File: src/design/pdfs_pkg.sv
// ----------------------------------------------------------------------------
// pdfs_pkg
// Shared types and constants of the packet descriptor queue with statistics.
// ----------------------------------------------------------------------------
package pdfs_pkg;

	localparam int unsigned OP_W        = 3;
	localparam int unsigned LEN_W       = 16;
	localparam int unsigned HANDLE_W    = 16;
	localparam int unsigned CLASS_W     = 2;
	localparam int unsigned QCOUNT_W    = 7;
	localparam int unsigned CNT_W       = 32;
	localparam int unsigned CFG_INDEX_W = 1;
	localparam int unsigned CFG_DATA_W  = 7;

	localparam logic [QCOUNT_W-1:0] MAX_PACKETS_RST = 7'd64;
	localparam logic [CLASS_W-1:0]  QUEUE_CLASS_RST = 2'd2;

	typedef enum logic [OP_W-1:0] {
		OP_PUSH       = 3'd0,
		OP_PUSH_FRONT = 3'd1,
		OP_POP        = 3'd2,
		OP_READ_STATS = 3'd3,
		OP_CLEAR_NEW  = 3'd4,
		OP_FLUSH      = 3'd5
	} op_t;

	typedef enum logic [CFG_INDEX_W-1:0] {
		REG_MAX_PACKETS = 1'b0,
		REG_QUEUE_CLASS = 1'b1
	} reg_idx_t;

	typedef struct packed {
		logic [OP_W-1:0]     operation;
		logic                item_kind;
		logic [LEN_W-1:0]    total_length;
		logic [LEN_W-1:0]    data_length;
		logic [HANDLE_W-1:0] handle;
		logic [CLASS_W-1:0]  class_to_clear;
	} item_t;

	typedef struct packed {
		logic                accepted;
		logic [HANDLE_W-1:0] out_handle;
		logic [QCOUNT_W-1:0] queued_packets;
		logic [CNT_W-1:0]    queued_bytes;
		logic [CNT_W-1:0]    in_packets;
		logic [CNT_W-1:0]    out_packets;
		logic [CNT_W-1:0]    in_bytes;
		logic [CNT_W-1:0]    out_bytes;
		logic [CNT_W-1:0]    new_packets;
		logic [CNT_W-1:0]    new_bytes;
	} result_t;

endpackage

File: src/design/pdfs_entry_ram.sv
// ----------------------------------------------------------------------------
// pdfs_entry_ram
// Descriptor store: one write port, one registered read port, with a bypass
// of a same-cycle write to the read address.
// ----------------------------------------------------------------------------
module pdfs_entry_ram #(
	parameter int unsigned DEPTH = 64,
	parameter int unsigned WIDTH = 32
) (
	input  logic                     clk,
	input  logic                     arst_n,
	input  logic                     we,
	input  logic [$clog2(DEPTH)-1:0] waddr,
	input  logic [WIDTH-1:0]         wdata,
	input  logic [$clog2(DEPTH)-1:0] raddr,
	output logic [WIDTH-1:0]         rdata
);

	logic [WIDTH-1:0] mem [DEPTH];
	logic [WIDTH-1:0] rd_q;
	logic [WIDTH-1:0] byp_data_q;
	logic             byp_q;

	always_ff @(posedge clk) begin
		if (we) begin
			mem[waddr] <= wdata;
		end
		rd_q       <= mem[raddr];
		byp_data_q <= wdata;
	end

	always_ff @(posedge clk or negedge arst_n) begin
		if (!arst_n) begin
			byp_q <= 1'b0;
		end else begin
			byp_q <= we && (waddr == raddr);
		end
	end

	assign rdata = byp_q ? byp_data_q : rd_q;

endmodule

File: src/design/pdfs_queue_ctrl.sv
// ----------------------------------------------------------------------------
// pdfs_queue_ctrl
// Ring pointers, occupancy, traffic counters and the cached head entry;
// computes the result of one operation and the store access for it.
// ----------------------------------------------------------------------------
module pdfs_queue_ctrl #(
	parameter int unsigned DEPTH       = 64,
	parameter int unsigned HANDLE_BITS = 16
) (
	input  logic                             clk,
	input  logic                             arst_n,
	input  logic                             fire,
	input  pdfs_pkg::item_t                  item,
	input  logic [pdfs_pkg::QCOUNT_W-1:0]    max_packets,
	input  logic [pdfs_pkg::CLASS_W-1:0]     queue_class,
	input  logic [pdfs_pkg::LEN_W+((HANDLE_BITS < pdfs_pkg::HANDLE_W) ?
		HANDLE_BITS : pdfs_pkg::HANDLE_W)-1:0] ram_rdata,
	output logic                             ram_we,
	output logic [$clog2(DEPTH)-1:0]         ram_waddr,
	output logic [pdfs_pkg::LEN_W+((HANDLE_BITS < pdfs_pkg::HANDLE_W) ?
		HANDLE_BITS : pdfs_pkg::HANDLE_W)-1:0] ram_wdata,
	output logic [$clog2(DEPTH)-1:0]         ram_raddr,
	output pdfs_pkg::result_t                result
);

	localparam int unsigned AW  = $clog2(DEPTH);
	localparam int unsigned AW1 = AW + 1;
	localparam int unsigned CW  = $clog2(DEPTH + 1);
	localparam int unsigned LW  = (CW > pdfs_pkg::QCOUNT_W) ? CW : pdfs_pkg::QCOUNT_W;
	localparam int unsigned SHB = (HANDLE_BITS < pdfs_pkg::HANDLE_W) ?
		HANDLE_BITS : pdfs_pkg::HANDLE_W;
	localparam int unsigned EW  = SHB + pdfs_pkg::LEN_W;
	localparam int unsigned CNW = pdfs_pkg::CNT_W;

	logic [AW-1:0]  head_q, head_d;
	logic [CW-1:0]  count_q, count_d;
	logic [CNW-1:0] level_q, level_d;
	logic [CNW-1:0] in_pkt_q, in_pkt_d;
	logic [CNW-1:0] out_pkt_q, out_pkt_d;
	logic [CNW-1:0] in_bytes_q, in_bytes_d;
	logic [CNW-1:0] out_bytes_q, out_bytes_d;
	logic [CNW-1:0] new_pkt_q, new_pkt_d;
	logic [CNW-1:0] new_bytes_q, new_bytes_d;
	logic [EW-1:0]  head_entry_q, head_entry_d;

	logic [LW-1:0]           limit;
	logic                    room;
	logic [AW1-1:0]          tail_sum;
	logic [AW-1:0]           tail;
	logic [AW-1:0]           head_dec;
	logic [pdfs_pkg::LEN_W-1:0] push_len;
	logic [pdfs_pkg::LEN_W-1:0] head_len;
	logic [CNW-1:0]          push_len_w;
	logic [CNW-1:0]          front_len_w;
	logic [CNW-1:0]          head_len_w;
	logic                    acc;
	logic [pdfs_pkg::HANDLE_W-1:0] oh;

	function automatic logic [AW-1:0] ptr_inc(input logic [AW-1:0] p);
		ptr_inc = (p == AW'(DEPTH - 1)) ? '0 : p + 1'b1;
	endfunction

	assign limit      = (LW'(max_packets) > LW'(DEPTH)) ? LW'(DEPTH) : LW'(max_packets);
	assign room       = LW'(count_q) < limit;
	assign tail_sum   = AW1'(head_q) + AW1'(count_q);
	assign tail       = (tail_sum >= AW1'(DEPTH)) ? AW'(tail_sum - AW1'(DEPTH)) : AW'(tail_sum);
	assign head_dec   = (head_q == '0) ? AW'(DEPTH - 1) : head_q - 1'b1;
	assign push_len   = item.item_kind ? item.total_length : item.data_length;
	assign head_len   = head_entry_q[pdfs_pkg::LEN_W-1:0];
	assign push_len_w = CNW'(push_len);
	assign front_len_w = CNW'(item.total_length);
	assign head_len_w = CNW'(head_len);

	always_comb begin
		head_d       = head_q;
		count_d      = count_q;
		level_d      = level_q;
		in_pkt_d     = in_pkt_q;
		out_pkt_d    = out_pkt_q;
		in_bytes_d   = in_bytes_q;
		out_bytes_d  = out_bytes_q;
		new_pkt_d    = new_pkt_q;
		new_bytes_d  = new_bytes_q;
		head_entry_d = head_entry_q;
		ram_we       = 1'b0;
		ram_waddr    = tail;
		ram_wdata    = {item.handle[SHB-1:0], push_len};
		acc          = 1'b0;
		oh           = '0;
		if (fire) begin
			unique case (item.operation)
				pdfs_pkg::OP_PUSH: begin
					if (room) begin
						ram_we      = 1'b1;
						count_d     = count_q + 1'b1;
						level_d     = level_q + push_len_w;
						in_pkt_d    = in_pkt_q + 1'b1;
						in_bytes_d  = in_bytes_q + push_len_w;
						new_pkt_d   = new_pkt_q + 1'b1;
						new_bytes_d = new_bytes_q + push_len_w;
						acc         = 1'b1;
						if (count_q == '0) begin
							head_entry_d = ram_wdata;
						end
					end
				end
				pdfs_pkg::OP_PUSH_FRONT: begin
					ram_waddr = head_dec;
					ram_wdata = {item.handle[SHB-1:0], item.total_length};
					if (room) begin
						ram_we       = 1'b1;
						head_d       = head_dec;
						count_d      = count_q + 1'b1;
						level_d      = level_q + front_len_w;
						out_bytes_d  = out_bytes_q - front_len_w;
						head_entry_d = ram_wdata;
						acc          = 1'b1;
					end
				end
				pdfs_pkg::OP_POP: begin
					if (count_q != '0) begin
						oh           = pdfs_pkg::HANDLE_W'(head_entry_q[EW-1:pdfs_pkg::LEN_W]);
						head_d       = ptr_inc(head_q);
						count_d      = count_q - 1'b1;
						level_d      = level_q - head_len_w;
						out_pkt_d    = out_pkt_q + 1'b1;
						out_bytes_d  = out_bytes_q + head_len_w;
						head_entry_d = ram_rdata;
						acc          = 1'b1;
					end
				end
				pdfs_pkg::OP_READ_STATS: begin
					in_pkt_d    = '0;
					out_pkt_d   = '0;
					in_bytes_d  = '0;
					out_bytes_d = '0;
				end
				pdfs_pkg::OP_CLEAR_NEW: begin
					if (item.class_to_clear == queue_class) begin
						new_pkt_d = '0;
					end
				end
				pdfs_pkg::OP_FLUSH: begin
					head_d      = '0;
					count_d     = '0;
					level_d     = '0;
					in_pkt_d    = '0;
					out_pkt_d   = '0;
					in_bytes_d  = '0;
					out_bytes_d = '0;
					new_pkt_d   = '0;
					new_bytes_d = '0;
				end
				default: begin
				end
			endcase
		end
	end

	assign ram_raddr = ptr_inc(head_d);

	always_comb begin
		result.accepted       = acc;
		result.out_handle     = oh;
		result.queued_packets = pdfs_pkg::QCOUNT_W'(LW'(count_d));
		result.queued_bytes   = level_d;
		result.new_packets    = new_pkt_d;
		result.new_bytes      = new_bytes_d;
		if (item.operation == pdfs_pkg::OP_READ_STATS) begin
			result.in_packets  = in_pkt_q;
			result.out_packets = out_pkt_q;
			result.in_bytes    = in_bytes_q;
			result.out_bytes   = out_bytes_q;
		end else begin
			result.in_packets  = in_pkt_d;
			result.out_packets = out_pkt_d;
			result.in_bytes    = in_bytes_d;
			result.out_bytes   = out_bytes_d;
		end
	end

	always_ff @(posedge clk or negedge arst_n) begin
		if (!arst_n) begin
			head_q      <= '0;
			count_q     <= '0;
			level_q     <= '0;
			in_pkt_q    <= '0;
			out_pkt_q   <= '0;
			in_bytes_q  <= '0;
			out_bytes_q <= '0;
			new_pkt_q   <= '0;
			new_bytes_q <= '0;
		end else begin
			head_q      <= head_d;
			count_q     <= count_d;
			level_q     <= level_d;
			in_pkt_q    <= in_pkt_d;
			out_pkt_q   <= out_pkt_d;
			in_bytes_q  <= in_bytes_d;
			out_bytes_q <= out_bytes_d;
			new_pkt_q   <= new_pkt_d;
			new_bytes_q <= new_bytes_d;
		end
	end

	always_ff @(posedge clk) begin
		head_entry_q <= head_entry_d;
	end

endmodule

File: src/design/packet_descriptor_fifo_with_stats.sv
// ----------------------------------------------------------------------------
// packet_descriptor_fifo_with_stats
// Bounded packet descriptor queue with head requeue and traffic counters.
// ----------------------------------------------------------------------------
// Takes one operation per cycle while the result side is not stalled and
// returns one result beat per operation. Each operation goes from the input
// register through the queue control into the result register; the
// descriptor store is read one entry ahead of the head and the head entry is
// held in a register, so a pop needs no wait on the store's registered read
// port. A stalled result beat holds the input register, and the input side
// stalls only while both are full. Up to DEPTH descriptors are held. The
// occupancy limit and the queue class are written through the configuration
// port, by the user only while the block is idle; not enforced by the block.
module packet_descriptor_fifo_with_stats #(
	parameter int unsigned DEPTH       = 64,
	parameter int unsigned HANDLE_BITS = 16
) (
	input  logic                               clk,
	input  logic                               arst_n,
	input  logic                               cfg_we,
	input  logic [pdfs_pkg::CFG_INDEX_W-1:0]   cfg_index,
	input  logic [pdfs_pkg::CFG_DATA_W-1:0]    cfg_wdata,
	input  logic                               item_valid,
	output logic                               item_ready,
	input  logic [pdfs_pkg::OP_W-1:0]          operation,
	input  logic                               item_kind,
	input  logic [pdfs_pkg::LEN_W-1:0]         total_length,
	input  logic [pdfs_pkg::LEN_W-1:0]         data_length,
	input  logic [pdfs_pkg::HANDLE_W-1:0]      handle,
	input  logic [pdfs_pkg::CLASS_W-1:0]       class_to_clear,
	output logic                               result_valid,
	input  logic                               result_ready,
	output logic                               accepted,
	output logic [pdfs_pkg::HANDLE_W-1:0]      out_handle,
	output logic [pdfs_pkg::QCOUNT_W-1:0]      queued_packets,
	output logic [pdfs_pkg::CNT_W-1:0]         queued_bytes,
	output logic [pdfs_pkg::CNT_W-1:0]         in_packets,
	output logic [pdfs_pkg::CNT_W-1:0]         out_packets,
	output logic [pdfs_pkg::CNT_W-1:0]         in_bytes,
	output logic [pdfs_pkg::CNT_W-1:0]         out_bytes,
	output logic [pdfs_pkg::CNT_W-1:0]         new_packets,
	output logic [pdfs_pkg::CNT_W-1:0]         new_bytes
);

	localparam int unsigned AW  = $clog2(DEPTH);
	localparam int unsigned SHB = (HANDLE_BITS < pdfs_pkg::HANDLE_W) ?
		HANDLE_BITS : pdfs_pkg::HANDLE_W;
	localparam int unsigned EW  = SHB + pdfs_pkg::LEN_W;

	logic [pdfs_pkg::QCOUNT_W-1:0] max_packets_q;
	logic [pdfs_pkg::CLASS_W-1:0]  queue_class_q;

	pdfs_pkg::item_t   item_s1;
	logic              valid_s1;
	pdfs_pkg::result_t result_s2;
	pdfs_pkg::result_t result_d;
	logic              valid_s2;
	logic              advance;
	logic              fire;

	logic          ram_we;
	logic [AW-1:0] ram_waddr;
	logic [AW-1:0] ram_raddr;
	logic [EW-1:0] ram_wdata;
	logic [EW-1:0] ram_rdata;

	assign advance    = !valid_s2 || result_ready;
	assign fire       = valid_s1 && advance;
	assign item_ready = !valid_s1 || advance;

	always_ff @(posedge clk or negedge arst_n) begin
		if (!arst_n) begin
			max_packets_q <= pdfs_pkg::MAX_PACKETS_RST;
			queue_class_q <= pdfs_pkg::QUEUE_CLASS_RST;
		end else if (cfg_we) begin
			unique case (cfg_index)
				pdfs_pkg::REG_MAX_PACKETS: max_packets_q <= cfg_wdata;
				pdfs_pkg::REG_QUEUE_CLASS: queue_class_q <= cfg_wdata[pdfs_pkg::CLASS_W-1:0];
				default: begin
				end
			endcase
		end
	end

	always_ff @(posedge clk or negedge arst_n) begin
		if (!arst_n) begin
			valid_s1 <= 1'b0;
			valid_s2 <= 1'b0;
		end else begin
			if (item_valid && item_ready) begin
				valid_s1 <= 1'b1;
			end else if (fire) begin
				valid_s1 <= 1'b0;
			end
			if (advance) begin
				valid_s2 <= valid_s1;
			end
		end
	end

	always_ff @(posedge clk) begin
		if (item_valid && item_ready) begin
			item_s1.operation      <= operation;
			item_s1.item_kind      <= item_kind;
			item_s1.total_length   <= total_length;
			item_s1.data_length    <= data_length;
			item_s1.handle         <= handle;
			item_s1.class_to_clear <= class_to_clear;
		end
		if (fire) begin
			result_s2 <= result_d;
		end
	end

	pdfs_queue_ctrl #(
		.DEPTH       (DEPTH),
		.HANDLE_BITS (HANDLE_BITS)
	) u_ctrl (
		.clk         (clk),
		.arst_n      (arst_n),
		.fire        (fire),
		.item        (item_s1),
		.max_packets (max_packets_q),
		.queue_class (queue_class_q),
		.ram_rdata   (ram_rdata),
		.ram_we      (ram_we),
		.ram_waddr   (ram_waddr),
		.ram_wdata   (ram_wdata),
		.ram_raddr   (ram_raddr),
		.result      (result_d)
	);

	pdfs_entry_ram #(
		.DEPTH (DEPTH),
		.WIDTH (EW)
	) u_ram (
		.clk    (clk),
		.arst_n (arst_n),
		.we     (ram_we),
		.waddr  (ram_waddr),
		.wdata  (ram_wdata),
		.raddr  (ram_raddr),
		.rdata  (ram_rdata)
	);

	assign result_valid   = valid_s2;
	assign accepted       = result_s2.accepted;
	assign out_handle     = result_s2.out_handle;
	assign queued_packets = result_s2.queued_packets;
	assign queued_bytes   = result_s2.queued_bytes;
	assign in_packets     = result_s2.in_packets;
	assign out_packets    = result_s2.out_packets;
	assign in_bytes       = result_s2.in_bytes;
	assign out_bytes      = result_s2.out_bytes;
	assign new_packets    = result_s2.new_packets;
	assign new_bytes      = result_s2.new_bytes;

endmodule

File: config.mk
export PLATFORM = sky130hd
export DESIGN_NAME = packet_descriptor_fifo_with_stats
export DESIGN_NICKNAME = d
export VERILOG_FILES = /design/src/design/pdfs_pkg.sv /design/src/design/pdfs_entry_ram.sv /design/src/design/pdfs_queue_ctrl.sv /design/src/design/packet_descriptor_fifo_with_stats.sv
export SDC_FILE = /design/constraint.sdc
export NUM_CORES = 2
export LEC_CHECK = 0
export ABC_AREA = 0
export BUFFER_PORTS_ARGS = -buffer_cell sky130_fd_sc_hd__buf_2
export CORE_ASPECT_RATIO = 2
export CORE_UTILIZATION = 51
export CTS_CLUSTER_DIAMETER = 100
export DETAILED_ROUTE_END_ITERATION = 16
export PLACE_DENSITY = 0.64
export SLEW_MARGIN = 20
export SYNTH_ARGS = -nofsm -noshare
export SYNTH_HDL_FRONTEND = slang
export SYNTH_SLANG_ARGS = --single-unit
File: constraint.sdc
create_clock -name clk -period 23.7 [get_ports clk]
set_clock_uncertainty 0.05 [all_clocks]
set_input_delay 4.74 -clock clk [delete_from_list [all_inputs] [get_ports clk]]
set_output_delay 4.74 -clock clk [all_outputs]
set_load 0.02 [all_outputs]
**After elaboration in Yosys (flattened, before gate mapping)**

Memories as Yosys holds them, arrays and structs flattened. A register that Yosys moved wholly into a read port is not among the register bits.
Index checks and enable logic that the tools add are counted.

- Flip-flop bits (word level): 615
- RAM bits: 2048
- Input port bits: 67
- Logic and storage cells: 145
- Memories kept: 1

- $add $sub $neg: 17
- Magnitude comparators: 3
- Eq/ne operators: 13
- Muxes and demuxes: 59
- Bitwise operators: 1
- Reduce and logical (&&, ||, !) cells: 19

Memory list:

| memory | depth | width | rd ports | clocked after memory_dff | write ports | line | RTL |
|---|---|---|---|---|---|---|---|
| u_ram.mem | 64 | 32 | 1 | 1 | 1 | pdfs_entry_ram.sv:19 | `logic [WIDTH-1:0] mem [DEPTH];` |

Operator list:

| cell | number |
|---|---|
| $mux W32 | 23 |
| $pmux W32 S3 | 3 |
| $pmux W32 S2 | 4 |
| $add A32 B16 Y32 | 5 |
| $mux W128 | 1 |
| $pmux W32 S4 | 1 |
| $add A32 B1 Y32 const B | 3 |
| $sub A32 B16 Y32 | 2 |
| $mux W6 | 9 |
| $mux W16 | 3 |
| $mux W7 | 4 |
| $pmux W7 S3 | 1 |
| $pmux W6 S3 | 1 |
| $add A6 B1 Y6 const B | 2 |
| $eq A6 B6 Y1 const B | 2 |
| $sub A6 B1 Y6 const B | 2 |
| $mux W1 | 8 |
| $ne A2 B1 Y1 const B | 4 |
| $add A6 B7 Y7 | 1 |
| $add A7 B1 Y7 const B | 1 |
| $ge A7 B7 Y1 const B | 1 |
| $gt A7 B7 Y1 const B | 1 |
| $logic_not A7 Y1 | 1 |
| $lt A7 B7 Y1 | 1 |
| 19 further kinds | 28 |

**Logic depth before layout (Yosys ltp)**

- Depth after elaboration: 10
- Gate-level depth with buffers: 31
- Depth with buffers taken out: 19

**Modules after synthesis**

Synthesis repeated with hierarchy kept, for this count alone.

- Cells, all modules: 6809
- Area, all modules: 112221.4 um2

By module, submodules not included:

| module | times used | cells each | area an instance (um2) |
|---|---|---|---|
| pdfs_entry_ram | 1 | 3508 | 79716.5 |
| pdfs_queue_ctrl | 1 | 2970 | 22963.3 |
| packet_descriptor_fifo_with_stats | 1 | 331 | 9541.7 |

**Worst setup path after synthesis**

OpenSTA, ideal clock, no wires.

- Path type: input to register
- Start: in result_ready
- End: reg u_ram.rd_q[0] (read register of u_ram.mem)
- Arrival time: 14110 ps
- Data required time: 23516 ps
- Path slack: 9405 ps
- Stages: 16
- Buffers on the path: 0
- Cells stage by stage: nand2b_1 nand2_1 inv_1 o21ai_0 nor2_1 a221oi_2 inv_1 ha_1 o21a_1 nand4_1 nand2_1 mux2_2 o2111ai_1 a21oi_1 or4_1 or4_1

- Word-level cells in the longest chain between the ends: 5
- Elaborated cells between the ends (all ways): 6
- Classes of those cells: add/sub (1); eq/ne (1); mux (2); reduce/logical (2)

Ends and longest elaborated chain:

| what | line | RTL |
|---|---|---|
| start: declaration | packet_descriptor_fifo_with_stats.sv:32 | `input logic result_ready,` |
| $logic_or A1 B1 Y1 * | packet_descriptor_fifo_with_stats.sv:67 | `assign advance = !valid_s2 \|\| result_ready;` |
| $logic_and A1 B1 Y1 * | packet_descriptor_fifo_with_stats.sv:68 | `assign fire = valid_s1 && advance;` |
| via fire | packet_descriptor_fifo_with_stats.sv:59 | `logic fire;` |
| $mux W6 * | pdfs_queue_ctrl.sv:90 | `if (fire) begin` |
| via u_ctrl.head_d[1] | pdfs_queue_ctrl.sv:35 | `logic [AW-1:0] head_q, head_d;` |
| $add A6 B1 Y6 / $eq A6 B6 Y1 (equally long branches) | pdfs_queue_ctrl.sv:60 | `ptr_inc = (p == AW'(DEPTH - 1)) ? '0 : p + 1'b1;` |
| $mux W6 * | pdfs_queue_ctrl.sv:60 |  |
| end: declaration | pdfs_entry_ram.sv:20 | `logic [WIDTH-1:0] rd_q;` |

Mark *: on every way through the listed nets, which the timed path passes. The rest lies on a longest branch.
A chain may end at the register's enable or synchronous reset.

**Final worst setup path**

- Start: in result_ready
- End: reg u_ram.rd_q[17] (read register of u_ram.mem)

Same word-level chain as after synthesis.

==> flow_results.xml <==
<?xml version="1.0" encoding="UTF-8"?>
<metrics>
  <group name="logic_synthesis">
    <metric name="dominantRegCellSynth" unit="">sky130_fd_sc_hd__edfxtp_1</metric>
    <metric name="syn-instance-count" unit="">9156</metric>
    <metric name="async_set_or_reset_register_ratio_after_synthesis" unit="%">9.24</metric>
    <metric name="synth_enable_flop_cells" unit="">2382</metric>
    <metric name="synth_fp_nets" unit="">9362</metric>
    <metric name="flip_flop_and_latch_count_after_synthesis" unit="">2695</metric>
    <metric name="synth_seq_area_share" unit="%">68.4</metric>
    <metric name="yosysWarnings" unit="">0</metric>
    <metric name="synthesis.area" unit="um2">116000</metric>
    <metric name="ys_types" unit="">99</metric>
    <metric name="post_syn_area_per_cell" unit="um2">12.6</metric>
  </group>
  <group name="global_routing">
    <metric name="remaining_global_route_overflow" unit="">0</metric>
    <metric name="grt_start_max_net_pins" unit="">164</metric>
    <metric name="grt_antenna_before_repair" unit="">18</metric>
    <metric name="first_global_vias" unit="">80600</metric>
    <metric name="groute.usage.overall" unit="%">36.0</metric>
    <metric name="wire_length_of_the_first_global_routing_pass" unit="um">586000</metric>
  </group>
  <group name="clock_network">
    <metric name="clock_tree.htree_level_count" unit="">4</metric>
    <metric name="root_buffer_cell" unit="">sky130_fd_sc_hd__clkbuf_16</metric>
    <metric name="clock-sinks" unit="">2695</metric>
    <metric name="path_clk_slew" unit="ns">0.07</metric>
    <metric name="clockBufferDepth" unit="">4</metric>
    <metric name="cts_made_buffers" unit="">230</metric>
    <metric name="tritoncts" unit="">built</metric>
    <metric name="ctsHoldBuffers" unit="">0</metric>
    <metric name="post_cts.resized_instances" unit="">0</metric>
    <metric name="clk-insertion-delay-late" unit="ns">0.94</metric>
    <metric name="cts_setup_buffers" unit="">0</metric>
  </group>
  <group name="timing">
    <metric name="worst_max_slew_pin_slew" unit="ns">1.30</metric>
    <metric name="max_freq" unit="MHz">81.8</metric>
    <metric name="fin_setup_tns" unit="ns">0</metric>
    <metric name="report.final.hold_viol_count" unit="">0</metric>
    <metric name="final.min_clock_period" unit="ns">12.22</metric>
    <metric name="unrepaired_setup_endpoints_after_global_routing" unit="">no</metric>
    <metric name="layout_worst_path_cycle_share" unit="%">51.6</metric>
    <metric name="report.final.setup_viol" unit="">0</metric>
    <metric name="max_slew_margin" unit="%">13.6</metric>
    <metric name="final_max_slew_viol_count" unit="">0</metric>
  </group>
  <group name="cells_and_area">
    <metric name="nFillCells" unit="">18000</metric>
    <metric name="layout-area-overhead-vs-synth" unit="%">11.5</metric>
    <metric name="regMostFlops" unit="">u_ram.mem</metric>
    <metric name="layout_commonest_cell" unit="">sky130_fd_sc_hd__edfxtp_1</metric>
    <metric name="nNetsFinal" unit="">9537</metric>
    <metric name="largest_register_ff_count" unit="">2048</metric>
    <metric name="layout-drive-gt1-share" unit="%">12.4</metric>
    <metric name="largestRegisters" unit="">u_ram.mem x2048, item_s1 x54</metric>
    <metric name="layout_common_cells" unit="">sky130_fd_sc_hd__edfxtp_1 (2382), sky130_fd_sc_hd__nand2_1 (1215), sky130_fd_sc_hd__nor2_1 (580)</metric>
    <metric name="finished_cell_area" unit="um2">129000</metric>
  </group>
  <group name="power_and_ir_drop">
    <metric name="p_sw_share" unit="%">40.8</metric>
    <metric name="p_leak" unit="nW">44.7</metric>
    <metric name="internal_power" unit="W">0.00917</metric>
    <metric name="ir_drop_worst_vdd" unit="mV">0.114</metric>
    <metric name="combPwrFrac" unit="%">38.4</metric>
    <metric name="net-switching-power" unit="W">0.00633</metric>
    <metric name="power.clock.fraction" unit="%">24.8</metric>
    <metric name="pwr-share-seq" unit="%">36.8</metric>
    <metric name="power.density_cell_area" unit="nW/um2">120</metric>
  </group>
  <group name="drt">
    <metric name="routed-via-count" unit="">83400</metric>
    <metric name="drtAntennaViolNets" unit="">0</metric>
    <metric name="initial_detailed_routing_violation_count" unit="">9947</metric>
    <metric name="drt-total-wl" unit="um">417000</metric>
    <metric name="drt-wirelength-per-cell" unit="um">33.4</metric>
    <metric name="drc" unit="">0</metric>
    <metric name="avg_vias_per_cell" unit="">6.67</metric>
    <metric name="dr.pass1.iters" unit="">10</metric>
  </group>
  <group name="worst_setup_path">
    <metric name="timing.critical_path.from_type" unit="">input pin</metric>
    <metric name="cp.required" unit="ns">24.53</metric>
    <metric name="critPathArrivalTime" unit="ns">13.05</metric>
    <metric name="critical_path.max_stage_delay" unit="ns">1.00</metric>
    <metric name="critical_path_capture_point_type" unit="">flip-flop</metric>
    <metric name="crit_path_max_fanout" unit="">87</metric>
    <metric name="crit_family" unit="">buffers and inverters</metric>
    <metric name="crit_path_frequent_cell" unit="">sky130_fd_sc_hd__buf_4</metric>
    <metric name="path_cells" unit="">buf_2 &gt; nand2b_1 &gt; nand2_1 &gt; buf_4 &gt; inv_8 &gt; nand2_1 &gt; nor3_1 &gt; a221oi_2 &gt; inv_1 &gt; ha_4 &gt; o21a_1 &gt; and4_4 &gt; buf_4 &gt; buf_4 &gt; buf_4 &gt; buf_4 &gt; or3_1 &gt; o211ai_1 &gt; o311ai_0 &gt; a21oi_1 &gt; o41ai_1 &gt; o221a_2</metric>
    <metric name="crit_buf_inv" unit="">8</metric>
    <metric name="critPathSlowestCell" unit="">sky130_fd_sc_hd__o41ai_1</metric>
    <metric name="timing.setup.critical_path_class" unit="">input pin to flip-flop</metric>
  </group>
  <group name="floorplanning">
    <metric name="overall_die_width" unit="um">339</metric>
    <metric name="top_level_ports" unit="">317</metric>
    <metric name="std_cell_rows" unit="">246</metric>
    <metric name="die_ar" unit="um2">229000</metric>
    <metric name="core" unit="um2">225000</metric>
    <metric name="die-height" unit="um">675</metric>
    <metric name="initial_core_utilization" unit="%">51.4</metric>
  </group>
  <group name="placement">
    <metric name="io_buffers" unit="">316</metric>
    <metric name="detailed_place.area" unit="um2">121000</metric>
    <metric name="final_weighted_congestion_in_routability_driven_placement" unit="">1.01</metric>
    <metric name="hpwl_detailed" unit="um">255000</metric>
  </group>
  <group name="job">
    <metric name="timing.max_cap.violations" unit="">0</metric>
  </group>
  <group name="status">
    <metric name="run_status" unit="">finished clean</metric>
  </group>
  <group name="min_path">
    <metric name="worstHoldPathType" unit="">flip-flop to flip-flop</metric>
  </group>
</metrics>
[synth_stat cells, drive strengths merged, types with 15 or more instances]
library cell / number / area share (%)
a2111oi: 17 / 0.15
a211o: 23 / 0.17
a211oi: 50 / 0.34
a21o: 67 / 0.44
a21oi: 376 / 1.6
a221oi: 45 / 0.35
a22o: 29 / 0.22
a22oi: 35 / 0.23
a311oi: 57 / 0.44
a31oi: 200 / 1.1
a32oi: 21 / 0.16
and2: 41 / 0.22
and3: 89 / 0.48
buf: 262 / 1.1
clkbuf: 367 / 1.2
dfrtp: 247 / 5.4
dfxtp: 64 / 1.1
edfxtp: 2382 / 62
ha: 131 / 1.4
inv: 91 / 0.30
mux2: 65 / 0.63
mux2i: 127 / 1.1
nand2: 1226 / 4.0
nand2b: 62 / 0.34
nand3: 370 / 1.6
nand4: 43 / 0.23
nor2: 659 / 2.2
nor2b: 18 / 0.10
nor3: 345 / 1.5
nor4: 35 / 0.19
o2111ai: 24 / 0.18
o211ai: 204 / 1.3
o21a: 22 / 0.14
o21ai: 547 / 2.4
o21bai: 21 / 0.14
o221ai: 42 / 0.32
o22ai: 79 / 0.43
o311ai: 111 / 0.84
o31ai: 48 / 0.31
o41ai: 17 / 0.13
or2: 15 / 0.081
or3: 174 / 0.94
or4: 17 / 0.11
xnor2: 70 / 0.53
xor2: 40 / 0.30
[kinds of logic after synthesis]
group,Yosys count,synth area share (%)
multiplexers,201,1.91
buffers and inverters,721,2.62
AND/OR/NAND/NOR,3130,12.2
adder cells (fa/ha/maj),139,1.56
XOR/XNOR,110,0.834
flip-flops,2695,68.4
AO/OA/AOI/OAI,2160,12.4
[worst paths after layout]
check	end	startpoint	slack (ns)	cells past startpoint
max reg2reg	u_ram.rd_q[17]	item_s1[51]	13.86	21
max in group asynchronous	u_ctrl.out_bytes_q[3]	arst_n	17.62	3
max	u_ram.rd_q[17]	result_ready	11.48	22
min in group asynchronous	u_ctrl.new_bytes_q[20]	arst_n	3.76	1
min	u_ctrl.new_pkt_q[31]	u_ctrl.new_pkt_q[31]	0.46	1
min reg2reg	u_ctrl.new_pkt_q[31]	u_ctrl.new_pkt_q[31]	0.46	1
[metal layers]
layer	part of all wire [%]	global-route usage (%)	vias to the layer above
li1	-	-	35200
met1	32	38.4	41500
met2	49	60.6	5211
met3	8.2	5.78	1518
met4	11	34.2	16
met5	0.026	0	-
[area by class of cell]
| type | instances | area (um2) | area share [%] |
|---|---|---|---|
| clock inverter | 129 | 1210 | 0.936 |
| inverter | 92 | 360 | 0.280 |
| clock buffer | 296 | 6300 | 4.89 |
| antenna | 13 | 32.5 | 0.0252 |
| sequential | 2695 | 79000 | 61.3 |
| multi-input combinational | 5740 | 34500 | 26.8 |
| timing repair buffer | 572 | 3690 | 2.86 |
| tap | 2976 | 3720 | 2.89 |
[through the flow]
| step | std cells | hold WS (ns) | worst slack [ns] | util (%) | total power (W) |
|---|---|---|---|---|---|
| 3_3_place_gp | 12100 | 0.438 | 10.71 | 53.9 | 0.0115 |
| 2_1_floorplan | 9156 | 0.407 | 9.41 | - | 0.00913 |
| 6_report | 12500 | 0.464 | 11.48 | 57.3 | 0.0155 |
| 3_5_place_dp | 12100 | 0.450 | 10.68 | 54.0 | 0.0116 |
| 5_1_grt | 12500 | 0.476 | 11.26 | 57.3 | 0.0159 |
| 4_1_cts | 12500 | 0.467 | 11.65 | 57.3 | 0.0154 |
[power by group through the flow]
stage,combinational (W),clock [W],sequential (W)
after detailed placement,0.00578,0,0.00578
final,0.00595,0.00385,0.00570
after global placement,0.00571,0,0.00578
after floorplan,0.00339,0,0.00573
after global routing,0.00622,0.00402,0.00570
after CTS,0.00581,0.00387,0.00568
No activity file was read; power rests on OpenSTA's default activity.
